==> config.mk <==
export PLATFORM = sky130hd
export DESIGN_NAME = printable_escape_rle_decoder_top
export DESIGN_NICKNAME = d
export VERILOG_FILES = /design/src/perd_pkg.sv /design/src/perd_ctrl.sv /design/src/perd_dp.sv /design/src/printable_escape_rle_decoder_top.sv
export SDC_FILE = /design/constraint.sdc
export NUM_CORES = 1
export LEC_CHECK = 0
export BUFFER_PORTS_ARGS = -buffer_cell sky130_fd_sc_hd__clkbuf_2
export CAP_MARGIN = 30
export CORE_MARGIN = 2
export CORE_UTILIZATION = 55
export CTS_BUF_LIST = sky130_fd_sc_hd__clkbuf_4 sky130_fd_sc_hd__clkbuf_8 sky130_fd_sc_hd__clkbuf_16
export CTS_CLUSTER_DIAMETER = 60
export DETAILED_ROUTE_END_ITERATION = 10
export GPL_TIMING_DRIVEN = 0
export PLACE_DENSITY = 0.84
export SYNTH_ARGS = -nofsm -noshare
export SYNTH_HDL_FRONTEND = slang
export SYNTH_SLANG_ARGS = --single-unit
==> constraint.sdc <==
create_clock -name clk -period 4.45 [get_ports clk]
set_input_delay 0.2225 -clock clk [delete_from_list [all_inputs] [get_ports clk]]
set_output_delay 0.2225 -clock clk [all_outputs]
set_load 0.005 [all_outputs]
==> src/perd_pkg.sv <==
// Shared types and constants for the printable-escape run-length decoder.
// Used by perd_ctrl, perd_dp and printable_escape_rle_decoder_top.
`default_nettype none

package perd_pkg;

  localparam int MAX_SYMBOLS = 1024;
  localparam int MAX_RUN     = 64;

  localparam int SYM_W = $clog2(MAX_SYMBOLS + 1);
  localparam int RUN_W = $clog2(MAX_RUN + 1);
  localparam int LEN_W = 17;

  localparam logic [LEN_W-1:0] LEN_LIMIT = 17'h10000;

  localparam logic [7:0] RUN_FLAG   = 8'd33;
  localparam logic [7:0] LOW_FLAG   = 8'd35;
  localparam logic [7:0] MID_FLAG   = 8'd36;
  localparam logic [7:0] HIG_FLAG   = 8'd37;
  localparam logic [7:0] BASE_CODE  = 8'd38;
  localparam logic [7:0] MID_OFFSET = 8'd127;
  localparam logic [7:0] HIG_OFFSET = 8'd200;
  localparam logic [7:0] END_CODE   = 8'd0;

  typedef enum logic [2:0] {
    MODE_START   = 3'd0,
    MODE_COUNT   = 3'd1,
    MODE_BODY    = 3'd2,
    MODE_OFF_LOW = 3'd3,
    MODE_OFF_MID = 3'd4,
    MODE_OFF_HIG = 3'd5
  } mode_t;

  // Controller to datapath
  typedef struct packed {
    logic take_in;   // input transfer this cycle
    logic take_out;  // output transfer this cycle
  } perd_cmd_t;

  // Datapath to controller
  typedef struct packed {
    logic has_result;  // accepted byte produces at least one result
    logic last_copy;   // pending result is the final one of its group
  } perd_status_t;

endpackage

`default_nettype wire

==> src/perd_ctrl.sv <==
// Handshake controller of the decoder: receive / transmit state machine.
// Depends on perd_pkg for the command and status structs.
`default_nettype none

module perd_ctrl (
  input  wire logic                  clk,
  input  wire logic                  rst,
  input  wire logic                  in_valid,
  output logic                       in_stall,
  output logic                       out_valid,
  input  wire logic                  out_stall,
  output perd_pkg::perd_cmd_t        cmd,
  input  wire perd_pkg::perd_status_t status
);
  import perd_pkg::*;

  typedef enum logic {
    S_RX,
    S_TX
  } state_t;

  state_t state;

  assign cmd.take_in  = in_valid && !in_stall;
  assign cmd.take_out = out_valid && !out_stall;

  always_ff @(posedge clk) begin
    if (rst) begin
      state     <= S_RX;
      in_stall  <= 1'b0;
      out_valid <= 1'b0;
    end else begin
      unique case (state)
        S_RX: begin
          if (cmd.take_in && status.has_result) begin
            state     <= S_TX;
            in_stall  <= 1'b1;
            out_valid <= 1'b1;
          end
        end
        S_TX: begin
          // hold input off until the last copy has gone out
          if (cmd.take_out && status.last_copy) begin
            state     <= S_RX;
            in_stall  <= 1'b0;
            out_valid <= 1'b0;
          end
        end
        default: begin
          state     <= S_RX;
          in_stall  <= 1'b0;
          out_valid <= 1'b0;
        end
      endcase
    end
  end

endmodule

`default_nettype wire

==> src/perd_dp.sv <==
// Decoder datapath: symbol parsing, run and length counters, result registers.
// Depends on perd_pkg for constants, the mode type and the control structs.
`default_nettype none

module perd_dp (
  input  wire logic                  clk,
  input  wire logic                  rst,
  input  wire logic [7:0]            in_byte,
  input  wire perd_pkg::perd_cmd_t   cmd,
  output perd_pkg::perd_status_t     status,
  output logic [7:0]                 out_byte,
  output logic                       run_last,
  output logic                       frame_end,
  output logic [perd_pkg::LEN_W-1:0] byte_count
);
  import perd_pkg::*;

  // control state
  mode_t            mode;
  logic [RUN_W-1:0] run_len;
  logic [SYM_W-1:0] sym_cnt;
  logic [LEN_W-1:0] dec_len;

  // result registers
  logic [7:0]       out_val;
  logic [RUN_W-1:0] copies;
  logic             fend;
  logic [LEN_W-1:0] bcount;

  mode_t            mode_next;
  logic [RUN_W-1:0] run_len_next;
  logic [SYM_W-1:0] sym_cnt_next;
  logic [LEN_W-1:0] dec_len_next;
  logic             emit;
  logic             term;
  logic [7:0]       emit_val;
  logic [7:0]       count_diff;
  logic [RUN_W-1:0] count_len;
  logic [LEN_W:0]   len_sum;
  logic             flag_hit;
  mode_t            flag_mode;

  always_comb begin
    flag_hit  = 1'b1;
    flag_mode = MODE_START;
    priority if (in_byte == LOW_FLAG) flag_mode = MODE_OFF_LOW;
    else if (in_byte == MID_FLAG)     flag_mode = MODE_OFF_MID;
    else if (in_byte == HIG_FLAG)     flag_mode = MODE_OFF_HIG;
    else                              flag_hit  = 1'b0;
  end

  // count byte to run length, clamped to 1..MAX_RUN
  always_comb begin
    count_diff = in_byte - BASE_CODE;
    priority if (in_byte <= BASE_CODE + 8'd1)
      count_len = RUN_W'(1);
    else if (count_diff > 8'(MAX_RUN))
      count_len = RUN_W'(MAX_RUN);
    else
      count_len = count_diff[RUN_W-1:0];
  end

  always_comb begin
    mode_next    = mode;
    run_len_next = run_len;
    sym_cnt_next = sym_cnt;
    dec_len_next = dec_len;
    emit         = 1'b0;
    term         = 1'b0;
    emit_val     = in_byte;
    len_sum      = {1'b0, dec_len} + (LEN_W + 1)'(run_len);

    unique case (mode)
      MODE_START: begin
        priority if (in_byte == END_CODE) begin
          term = 1'b1;
        end else if (sym_cnt >= SYM_W'(MAX_SYMBOLS)) begin
          // symbol limit reached: drop the byte
        end else if (in_byte == RUN_FLAG) begin
          mode_next = MODE_COUNT;
        end else if (flag_hit) begin
          mode_next = flag_mode;
        end else begin
          emit = 1'b1;
        end
      end
      MODE_COUNT: begin
        run_len_next = count_len;
        mode_next    = MODE_BODY;
      end
      MODE_BODY: begin
        if (flag_hit) mode_next = flag_mode;
        else          emit      = 1'b1;
      end
      MODE_OFF_LOW: begin
        emit     = 1'b1;
        emit_val = in_byte - BASE_CODE;
      end
      MODE_OFF_MID: begin
        emit     = 1'b1;
        emit_val = in_byte + MID_OFFSET;
      end
      MODE_OFF_HIG: begin
        emit     = 1'b1;
        emit_val = in_byte + HIG_OFFSET;
      end
      default: begin
        mode_next    = MODE_START;
        run_len_next = RUN_W'(1);
        sym_cnt_next = '0;
        dec_len_next = '0;
      end
    endcase

    if (emit) begin
      mode_next    = MODE_START;
      run_len_next = RUN_W'(1);
      if (sym_cnt < SYM_W'(MAX_SYMBOLS)) sym_cnt_next = sym_cnt + SYM_W'(1);
      if (len_sum > (LEN_W + 1)'(LEN_LIMIT)) dec_len_next = LEN_LIMIT;
      else                                  dec_len_next = len_sum[LEN_W-1:0];
    end

    if (term) begin
      mode_next    = MODE_START;
      run_len_next = RUN_W'(1);
      sym_cnt_next = '0;
      dec_len_next = '0;
    end
  end

  always_ff @(posedge clk) begin
    if (rst) begin
      mode    <= MODE_START;
      run_len <= RUN_W'(1);
      sym_cnt <= '0;
      dec_len <= '0;
    end else if (cmd.take_in) begin
      mode    <= mode_next;
      run_len <= run_len_next;
      sym_cnt <= sym_cnt_next;
      dec_len <= dec_len_next;
    end
  end

  always_ff @(posedge clk) begin
    if (cmd.take_in && emit) begin
      out_val <= emit_val;
      copies  <= run_len;
      fend    <= 1'b0;
      bcount  <= '0;
    end else if (cmd.take_in && term) begin
      out_val <= 8'd0;
      copies  <= RUN_W'(1);
      fend    <= 1'b1;
      bcount  <= dec_len;
    end else if (cmd.take_out) begin
      // advance to the next copy of the run
      copies  <= copies - RUN_W'(1);
    end
  end

  assign status.has_result = emit || term;
  assign status.last_copy  = (copies == RUN_W'(1));

  assign out_byte   = out_val;
  assign run_last   = (copies == RUN_W'(1)) && !fend;
  assign frame_end  = fend;
  assign byte_count = bcount;

endmodule

`default_nettype wire

==> src/printable_escape_rle_decoder_top.sv <==
// Top level of the printable-escape run-length decoder.
// Instantiates perd_ctrl and perd_dp; depends on perd_pkg.
//
//   channel | handshake           | payload
//   --------+---------------------+-------------------------------------------
//   input   | in_valid / in_stall | in_byte
//   output  | out_valid/out_stall | out_byte, run_last, frame_end, byte_count
//
// Each coded byte is taken in on the input handshake. A byte that completes a
// symbol, or a terminator, loads the result registers; the result is then
// sent as 1 to MAX_RUN copies, so a literal symbol gives a single copy.
// Input is stalled while copies of the current symbol are still pending.
// A stall on the output holds the current copy. Reset is synchronous and
// needs no clearing pass; the block accepts input in the cycle after reset.
`default_nettype none

module printable_escape_rle_decoder_top (
  input  wire logic                  clk,
  input  wire logic                  rst,
  input  wire logic                  in_valid,
  output logic                       in_stall,
  input  wire logic [7:0]            in_byte,
  output logic                       out_valid,
  input  wire logic                  out_stall,
  output logic [7:0]                 out_byte,
  output logic                       run_last,
  output logic                       frame_end,
  output logic [perd_pkg::LEN_W-1:0] byte_count
);
  import perd_pkg::*;

  perd_cmd_t    cmd;
  perd_status_t status;

  perd_ctrl u_ctrl (
    .clk       (clk),
    .rst       (rst),
    .in_valid  (in_valid),
    .in_stall  (in_stall),
    .out_valid (out_valid),
    .out_stall (out_stall),
    .cmd       (cmd),
    .status    (status)
  );

  perd_dp u_dp (
    .clk        (clk),
    .rst        (rst),
    .in_byte    (in_byte),
    .cmd        (cmd),
    .status     (status),
    .out_byte   (out_byte),
    .run_last   (run_last),
    .frame_end  (frame_end),
    .byte_count (byte_count)
  );

  a_last_not_end: assert property (@(posedge clk) disable iff (rst)
    out_valid |-> !(run_last && frame_end))
    else $error("run_last raised on a frame_end result");

  a_run_continues: assert property (@(posedge clk) disable iff (rst)
    (out_valid && !out_stall && !run_last && !frame_end) |=> out_valid)
    else $error("run ended before its last copy");

  a_group_done: assert property (@(posedge clk) disable iff (rst)
    (out_valid && !out_stall && (run_last || frame_end)) |=> (!out_valid && !in_stall))
    else $error("output still pending after final copy");

  a_no_input_while_busy: assert property (@(posedge clk) disable iff (rst)
    out_valid |-> !cmd.take_in)
    else $error("input taken while a result is pending");

endmodule

`default_nettype wire
==> results.toml, run 1 <==
[placement]
dp_hpwl_mm = 9.00
numPortBuffers = 39
post-place-cells = 712
place_area_mm2 = 0.00492
pre_cts_ws_ns = 0.696
gp_congestion = 0.921

[setup_path]
worstPathArrival_ns = 4.15
worstSetupEndpoint = "u_dp.dec_len[9]"
r2r_slack_ns = 0.60
cp-end-kind = "flop"
timing.rr.end = "u_dp.dec_len[9]"
cp_cell_sequence = "ha_1 -> fa_1 -> a211oi_1 -> o211ai_2 -> nor3b_4 -> mux2i_1 -> a2111oi_2 -> nand3_1 -> a21oi_2 -> a221o_1"
crit_buf_inv = 0
crit_slowest_cell = "a211oi_1"
max_stage_delay_ns = 0.73
reg2regPathDepth = 10
cp_max_fo = 10
rr_startpoint = "u_dp.dec_len[0]"
crit_type = "flop to flop"
cp-start-kind = "flop"
crit_cells = 10
critPathTopFamily = "compound AO/OA/AOI/OAI gates"
crit_path_start = "u_dp.dec_len[0]"
cp_data_required_time_ns = 4.75

[status]
status = "finished, final reports clean"

[final_layout]
final_cell_area_mm2 = 0.00511
final.fill_count = 720
postLayoutCoreUtil_pct = 62.5
stdcell_count = 728
antenna_cells = 0
drive_gt1_share_pct = 13.2
syn_to_final_growth_pct = 11.3
nets = 653

[logic_synthesis]
postSynthAreaPerCell_um2 = 8.09
yosys.area.top_type = "dfxtp_1"
ys_warn_count = 0
ys_async_sr_fraction_pct = 0
ys_top_cells_by_area = "dfxtp_1, edfxtp_1, nand2_1, a21oi_1, ha_1"
yosysTopAreaCellShare_pct = 25.3
seq_area_frac_synth_pct = 35.1
ys_seq_elements = 73
synth_area_mm2 = 0.00459
ys_types = 75
synth_ff_type = "dfxtp_1"
synth-edff-count = 15
synthCells = 568
syn_nets = 603

[timing]
min_period_over_period_pct = 86.4
hold_viol = 0
final.min_clock_period_ns = 3.85
max_freq_mhz = 260
tns_ns = 0
setup_viol = 0
slew_viol_final = 0
skew_ns = 0.0169
worst_slew_pin_slew_ns = 1.03
fin_ws_ns = 0.604
relSlewSlack_pct = 30.4
rsz0062_at_grt = "false"

[pwr]
switching_share_pct = 29.1
irDropWorstVdd_v = 0.000165
p_switching_mw = 0.422
p_comb_share_pct = 14.7
intPower_mw = 1.03
p_leak_nw = 2.01
pwr-share-clk_pct = 35.4
seq_power_share_pct = 50.0
power.density_mw_per_mm2 = 284

[drt]
drc_errors = 0
dr.pass1.iters = 6
routed-via-count = 4517
routed_via_density = 6.20
wire_per_inst_um = 16.9
drt_wl_total_mm = 12.3
drt-initial-drc-count = 319
ant_nets = 0

[die]
die-area_mm2 = 0.00910
start_util_pct = 56.2
io_pins = 41
die_x_um = 95.4
fp-row-count = 33
die_h_um = 95.4
core_region_area_mm2 = 0.00818

[grt]
antenna_found_initial = 0
grt_max_degree = 14
first_global_vias = 4131
grt_overflow_total = 0
track_usage_pct = 27.8
grt_pass1_wl_mm = 19.9

[flow_run]
max_cap_viol_count = 0

[clock_tree]
htreeDepth = 3
clkTransAtPathRegs_ns = 0.09
root_buffer = "clkbuf_8"
clock_latency_ns = 0.36
cts-resized-gates = 0
cts_tree = "done"
hold_buffers = 0
cts_buffers = 9
cts.path.max_buffers = 2
cts_sinks = 73
cts_setup_buffers = 0

[worst_hold_path]
worstHoldPathType = "input pin to flop"
-- cells in the mapped netlist, types with 2 or more instances --
cell type / count
a22oi_1: 3
and4_1: 2
or3_1: 2
o21bai_1: 2
buf_1: 6
buf_4: 2
nand2b_1: 7
a211o_1: 4
nand4_1: 6
and2_1: 4
edfxtp_1: 15
mux2i_1: 3
xor2_1: 8
o21a_1: 5
o211ai_2: 2
a31oi_1: 7
o2111a_1: 2
o21ai_0: 23
clkbuf_2: 2
nor2_1: 58
nor2b_1: 7
buf_2: 7
a311oi_1: 5
a2bb2oi_1: 2
dfxtp_1: 58
nor4_1: 5
a21boi_0: 2
clkbuf_1: 18
a22o_1: 10
nand4b_1: 2
nand3b_1: 3
ha_1: 22
a311o_1: 2
nor3_1: 14
a21oi_2: 2
a21oi_1: 57
a211oi_1: 9
and3_1: 6
xnor2_1: 18
a21o_1: 6
o31ai_1: 10
inv_1: 19
nand2_1: 77
o211ai_1: 2
nand3_1: 12
-- registers in the layout (all words and copies together), names as in the netlist --
| register | count |
|---|---|
| u_dp.byte_count | 17 |
| u_dp.dec_len | 17 |
| u_dp.sym_cnt | 11 |
| u_dp.out_byte | 8 |
| u_dp.copies | 7 |
| u_dp.run_len | 7 |
| u_dp.mode | 3 |
| u_ctrl.in_stall | 1 |
| u_ctrl.state | 1 |
| u_dp.frame_end | 1 |
-- per-layer routing --
| metal | part of all wire, % | track usage [%] | up-vias |
|---|---|---|---|
| li1 | - | - | 2155 |
| met1 | 43 | 36.1 | 2144 |
| met2 | 49 | 47.8 | 196 |
| met3 | 6.5 | 4.74 | 22 |
| met4 | 1.3 | 7.86 | 0 |
| met5 | 0 | 0 | - |
-- worst min path at each step --
stage | start | end | cells past startpoint
6_report | in_valid | u_dp.mode[1] | 3
5_1_grt | in_valid | u_dp.mode[1] | 3
4_1_cts | in_valid | u_dp.mode[1] | 3
3_5_place_dp | u_dp.byte_count[7] | u_dp.byte_count[7] | 2
3_3_place_gp | u_dp.byte_count[6] | u_dp.byte_count[6] | 2
2_1_floorplan | u_dp.run_len[5] | u_dp.run_len[5] | 2
-- cell usage in the layout, fill, tap and decap left out, types with 7 or more instances in the layout --
| cell type | n |
|---|---|
| a211oi_1 | 9 |
| a21oi_1 | 57 |
| a22o_1 | 10 |
| a31oi_1 | 7 |
| buf_2 | 7 |
| clkbuf_1 | 18 |
| clkbuf_2 | 41 |
| clkbuf_8 | 9 |
| dfxtp_1 | 58 |
| edfxtp_1 | 15 |
| ha_1 | 22 |
| inv_1 | 19 |
| nand2_1 | 77 |
| nand2b_1 | 7 |
| nand3_1 | 12 |
| nor2_1 | 58 |
| nor2b_1 | 7 |
| nor3_1 | 14 |
| o21ai_0 | 23 |
| o31ai_1 | 10 |
| xnor2_1 | 18 |
| xor2_1 | 8 |
-- cells by family (layout without fill, tap and decap cells) --
kind of cell | Yosys count | after routing | synth area share [%]
compound gates | 171 | 171 | 25.1
xor+xnor | 26 | 26 | 4.96
fa+ha+maj | 23 | 23 | 6.43
buf+inv | 56 | 111 | 5.15
flops | 73 | 73 | 35.1
mux | 4 | 4 | 0.899
simple gates | 215 | 215 | 22.4
-- worst register-to-register path, cell delays in order (launching register included) --
cell,delay (ns)
dfxtp_1,0.34
ha_1,0.24
fa_1,0.42
a211oi_1,0.73
o211ai_2,0.24
nor3b_4,0.23
mux2i_1,0.14
a2111oi_2,0.37
nand3_1,0.27
a21oi_2,0.56
a221o_1,0.24
-- final cells by class --
type                            count  area, um^2  area share, %
Clock buffer                       11         156           3.06
Multi-Input combinational cell    439        2750           53.7
Timing Repair Buffer               39         195           3.82
Inverter                           20        75.1           1.47
Tap cell                          105         131           2.57
Clock inverter                      5        36.3          0.710
Sequential cell                    73        1610           31.5
Buffer                             36         161           3.16
-- power groups by stage --
| stage | registers (mW) | clock network (mW) | logic, mW |
|---|---|---|---|
| 6_report | 0.725 | 0.513 | 0.213 |
| 5_1_grt | 0.727 | 0.550 | 0.233 |
| 4_1_cts | 0.724 | 0.518 | 0.210 |
| 3_5_place_dp | 0.740 | 0 | 0.208 |
| 3_3_place_gp | 0.738 | 0 | 0.202 |
| 2_1_floorplan | 0.736 | 0 | 0.143 |
-- stage by stage --
step           hold slack (ns)  power [mW]
2_1_floorplan            0.449       0.878
3_3_place_gp             0.441       0.940
3_5_place_dp             0.447       0.948
4_1_cts                  0.272        1.45
5_1_grt                  0.271        1.51
6_report                 0.281        1.45
Power figures use the tool's default switching activity.
==> run 2: changes to the inputs <==
--- a/config.mk
+++ b/config.mk
@@ -7,13 +7,15 @@
 export LEC_CHECK = 0
 export BUFFER_PORTS_ARGS = -buffer_cell sky130_fd_sc_hd__clkbuf_2
 export CAP_MARGIN = 30
+export CELL_PAD_IN_SITES_DETAIL_PLACEMENT = 0
+export CELL_PAD_IN_SITES_GLOBAL_PLACEMENT = 1
 export CORE_MARGIN = 2
-export CORE_UTILIZATION = 55
-export CTS_BUF_LIST = sky130_fd_sc_hd__clkbuf_4 sky130_fd_sc_hd__clkbuf_8 sky130_fd_sc_hd__clkbuf_16
+export CORE_UTILIZATION = 49
+export CTS_BUF_LIST = sky130_fd_sc_hd__clkbuf_16
 export CTS_CLUSTER_DIAMETER = 60
 export DETAILED_ROUTE_END_ITERATION = 10
 export GPL_TIMING_DRIVEN = 0
-export PLACE_DENSITY = 0.84
+export PLACE_DENSITY = 0.95
 export SYNTH_ARGS = -nofsm -noshare
 export SYNTH_HDL_FRONTEND = slang
 export SYNTH_SLANG_ARGS = --single-unit
==> results.toml, run 2 (synthesized netlist as in run 1, its figures left out) <==
[status]
status = "finished, final reports clean"

[worst_hold_path]
hold_path.startpoint = "in_valid"
min_path_cells = 3
worstHoldPathType = "input pin to flop"
hold_path_end = "u_dp.mode[1]"

[pwr]
p_leak_nw = 2.06
intPower_mw = 1.16
irDropWorstVdd_v = 0.000204
p_comb_share_pct = 13.2
power.density_mw_per_mm2 = 308
switching_share_pct = 27.8
seq_power_share_pct = 45.3
p_switching_mw = 0.446
pwr-share-clk_pct = 41.5

[clock_tree]
cts_tree = "done"
root_buffer = "clkbuf_16"
htreeDepth = 3
cts_sinks = 73
clkTransAtPathRegs_ns = 0.06
cts-resized-gates = 0
cts_buffers = 9
cts.path.max_buffers = 2
cts_setup_buffers = 0
hold_buffers = 0
clock_latency_ns = 0.34

[setup_path]
cp_max_fo = 10
r2r_slack_ns = 0.69
crit_buf_inv = 0
timing.rr.end = "u_dp.dec_len[9]"
max_stage_delay_ns = 0.68
crit_type = "flop to flop"
cp-end-kind = "flop"
critPathTopFamily = "compound AO/OA/AOI/OAI gates"
rr_startpoint = "u_dp.run_len[0]"
cp_data_required_time_ns = 4.73
cp-start-kind = "flop"
reg2regPathDepth = 10
cp_cell_sequence = "ha_1 -> fa_1 -> a211oi_1 -> o211ai_2 -> nor3b_4 -> mux2i_1 -> a2111oi_2 -> nand3_1 -> a21oi_2 -> a221o_1"
crit_slowest_cell = "a211oi_1"
worstPathArrival_ns = 4.04

[timing]
slew_viol_final = 0
tns_ns = 0
fin_ws_ns = 0.689
final.min_clock_period_ns = 3.76
worst_slew_pin_slew_ns = 0.761
min_period_over_period_pct = 84.5
hold_viol = 0
skew_ns = 0.00962
max_freq_mhz = 266
rsz0062_at_grt = "false"
setup_viol = 0
relSlewSlack_pct = 48.9

[die]
die_h_um = 101
io_pins = 41
fp-row-count = 35
core_region_area_mm2 = 0.00915
die_x_um = 101
start_util_pct = 50.2
die-area_mm2 = 0.0102

[placement]
numPortBuffers = 39
post-place-cells = 719
pre_cts_ws_ns = 0.745
dp_hpwl_mm = 9.03
gp_congestion = 0.926

[final_layout]
drive_gt1_share_pct = 13.1
layout_commonest_cell = "nand2_1"
antenna_cells = 0
layout_common_cells = "nand2_1, nor2_1, dfxtp_1, a21oi_1, clkbuf_2"
nets = 654
postLayoutCoreUtil_pct = 56.8
stdcell_count = 735
syn_to_final_growth_pct = 13.2

[grt]
grt_pass1_wl_mm = 20.7
grt_overflow_total = 0
track_usage_pct = 25.7
antenna_found_initial = 0
grt_max_degree = 14
first_global_vias = 4168

[drt]
routed-via-count = 4414
ant_nets = 0
dr.pass1.iters = 6
drt-initial-drc-count = 293
drc_errors = 0
wire_per_inst_um = 16.8
drt_wl_total_mm = 12.4
routed_via_density = 6.01

[flow_run]
max_cap_viol_count = 0
run 2: cell count changes in the layout (fill, tap and decap cells not counted):
cell	delta
clkbuf_8	-9
clkinv_2	+3
inv_4	-1
inv_6	-1
clkbuf_16	+8
clkbuf_4	-1
buf_2	+1
inv_1	+1
run 2: worst min-delay path: stages:
cell and delay, ns:
clkbuf_2 0.09, nand2_1 0.13, a21oi_1 0.08
run 2: layer usage:
metal | global-route usage, % | wire, um | vias up
met4 | 7.59 | 150 | 0
met5 | 0 | 0 | -
met3 | 4.09 | 628 | 15
li1 | - | - | 2148
met2 | 42.3 | 5970 | 129
met1 | 34.7 | 5640 | 2122
run 2: through the flow:
stage / hold slack, ns / cell area (um^2) / power (mW)
global route: 0.273 / 5200 / 1.66
floorplan: 0.449 / 4590 / 0.878
CTS: 0.234 / 5200 / 1.60
detailed placement: 0.446 / 4930 / 0.948
global placement: 0.441 / 4930 / 0.941
finish: 0.238 / 5200 / 1.60
run 2: worst max path at each step:
stage	end	cells past startpoint	slack, ns	startpoint
3_5_place_dp	u_dp.dec_len[9]	10	0.74	u_dp.run_len[0]
2_1_floorplan	u_dp.dec_len[9]	10	1.45	u_dp.dec_len[0]
4_1_cts	u_dp.dec_len[9]	10	0.74	u_dp.run_len[0]
3_3_place_gp	u_dp.dec_len[9]	10	0.80	u_dp.run_len[0]
6_report	u_dp.dec_len[9]	10	0.69	u_dp.run_len[0]
5_1_grt	u_dp.dec_len[9]	10	0.47	u_dp.run_len[0]
run 2: area by class of cell:
| class | instances | area, um^2 |
|---|---|---|
| Timing Repair Buffer | 40 | 200 |
| Multi-Input combinational cell | 439 | 2750 |
| Inverter | 20 | 75.1 |
| Buffer | 36 | 161 |
| Clock buffer | 9 | 225 |
| Tap cell | 111 | 139 |
| Fill cell | 865 | 3950 |
| Sequential cell | 73 | 1610 |
| Clock inverter | 7 | 40.0 |
run 2: power groups by stage:
stage	Clock, mW	Sequential, mW	Combinational [mW]
floorplan	0	0.736	0.143
CTS	0.670	0.725	0.209
detailed placement	0	0.739	0.208
global route	0.700	0.729	0.234
finish	0.664	0.726	0.212
global placement	0	0.738	0.203
==> run 3: changes to the inputs <==
--- a/config.mk
+++ b/config.mk
@@ -10,12 +10,12 @@
 export CELL_PAD_IN_SITES_DETAIL_PLACEMENT = 0
 export CELL_PAD_IN_SITES_GLOBAL_PLACEMENT = 1
 export CORE_MARGIN = 2
-export CORE_UTILIZATION = 49
+export CORE_UTILIZATION = 45
 export CTS_BUF_LIST = sky130_fd_sc_hd__clkbuf_16
 export CTS_CLUSTER_DIAMETER = 60
 export DETAILED_ROUTE_END_ITERATION = 10
 export GPL_TIMING_DRIVEN = 0
-export PLACE_DENSITY = 0.95
+export PLACE_DENSITY = 0.89
 export SYNTH_ARGS = -nofsm -noshare
 export SYNTH_HDL_FRONTEND = slang
 export SYNTH_SLANG_ARGS = --single-unit
==> constraint.sdc (replaced) <==
create_clock -name clk -period 3.9 [get_ports clk]
set_input_delay 0.195 -clock clk [delete_from_list [all_inputs] [get_ports clk]]
set_output_delay 0.195 -clock clk [all_outputs]
set_load 0.005 [all_outputs]
==> results.toml, run 3 (synthesized netlist as in run 1, its figures left out) <==
[setup_path]
cp-end-kind = "flop"
crit_slowest_cell = "a211oi_1"
cp-start-kind = "flop"
cp_max_fo = 10
critPathTopFamily = "compound AO/OA/AOI/OAI gates"
max_stage_delay_ns = 0.64
cp_data_required_time_ns = 4.17
crit_type = "flop to flop"
cp_cell_sequence = "ha_1 -> fa_1 -> a211oi_1 -> o211ai_2 -> nor3b_4 -> mux2i_1 -> a2111oi_2 -> nand3_1 -> a21oi_2 -> a22o_1"
worstPathArrival_ns = 4.01
crit_buf_inv = 0

[final_layout]
drive_gt1_share_pct = 13.1
layout_common_cells = "nand2_1, nor2_1, dfxtp_1, a21oi_1, clkbuf_2"
final_cell_area_mm2 = 0.00525
postLayoutCoreUtil_pct = 53.2
antenna_cells = 0
nets = 654
syn_to_final_growth_pct = 14.2
layout_commonest_cell = "nand2_1"

[clock_tree]
hold_buffers = 0
htreeDepth = 3
root_buffer = "clkbuf_16"
clkTransAtPathRegs_ns = 0.06
cts-resized-gates = 0
cts_buffers = 9
cts_setup_buffers = 0
clock_latency_ns = 0.34
cts.path.max_buffers = 2
cts_tree = "done"
cts_sinks = 73

[grt]
grt_pass1_wl_mm = 21.5
first_global_vias = 4301
grt_overflow_total = 0
grt_max_degree = 13
track_usage_pct = 24.2
antenna_found_initial = 0

[status]
status = "finished, final reports clean"

[drt]
routed-via-count = 4357
wire_per_inst_um = 16.8
routed_via_density = 5.76
drt-initial-drc-count = 228
dr.pass1.iters = 5
drt_wl_total_mm = 12.7
ant_nets = 0
drc_errors = 0

[die]
die_x_um = 105
core_region_area_mm2 = 0.00986
io_pins = 41
die-area_mm2 = 0.0110
start_util_pct = 46.6
fp-row-count = 36
die_h_um = 105

[placement]
place_area_mm2 = 0.00496
dp_hpwl_mm = 9.39
numPortBuffers = 39
gp_congestion = 0.932

[timing]
skew_ns = 0.0146
final.min_clock_period_ns = 3.74
slew_viol_final = 0
setup_viol = 0
relSlewSlack_pct = 52.9
hold_viol = 0
rsz0062_at_grt = "false"
worst_slew_pin_slew_ns = 0.702
tns_ns = 0
min_period_over_period_pct = 95.9
max_freq_mhz = 267

[flow_run]
max_cap_viol_count = 0

[pwr]
irDropWorstVdd_v = 0.000234
p_leak_nw = 2.07
power.density_mw_per_mm2 = 359

[worst_hold_path]
worstHoldPathType = "input pin to flop"
## run 3: cell count changes in the layout (fill, tap and decap cells not counted)
cell,before,now
bufinv_16,0,1
clkinv_1,1,2
clkinv_4,1,0
clkinvlp_4,1,0
inv_1,20,19
inv_4,0,1
## run 3: area by class of cell
class,instances,area (um^2)
fillers,965,4620
flip-flops and latches,73,1610
inverters,20,75.1
plain buffers,36,161
well taps,133,166
multi-input cells,439,2750
clock buffers,9,225
clock inverters,7,60.1
repair buffers,40,200
## run 3: worst paths after layout
check,start,to,slack (ns),depth (start not counted)
setup reg to reg,u_dp.run_len[0],u_dp.dec_len[0],0.16,10
hold reg to reg,u_dp.byte_count[2],u_dp.byte_count[2],0.46,2
setup / recovery,u_dp.run_len[0],u_dp.dec_len[0],0.16,10
hold / removal,in_valid,u_dp.mode[1],0.23,3
## run 3: routing by layer
layer	up-vias	track usage (%)	part of all wire [%]
met3	19	3.87	4.5
met1	2074	31.5	45
met5	-	0	0
li1	2144	-	-
met4	0	7.14	1.6
met2	120	41.0	49
## run 3: tightest hold or removal path, cell delays in order
cell      delay [ns]
clkbuf_2        0.08
nand2_1         0.15
a21oi_1         0.09
## run 3: per-stage QoR
step	instances	hold WS, ns	setup WS [ns]	power (mW)
2_1_floorplan	568	0.422	0.899	1.00
6_report	757	0.225	0.158	1.88
3_3_place_gp	740	0.440	0.262	1.08
3_5_place_dp	741	0.448	0.195	1.08
4_1_cts	757	0.216	0.185	1.89
5_1_grt	757	0.259	0.00387	1.95
## run 3: report_power, final
part | leakage (nW) | internal (mW) | switching [mW] | total [mW]
Combinational | 1.30 | 0.0886 | 0.154 | 0.243
Sequential | 0.618 | 0.806 | 0.0214 | 0.828
Clock | 0.147 | 0.489 | 0.326 | 0.814
Total | 2.07 | 1.38 | 0.501 | 1.88
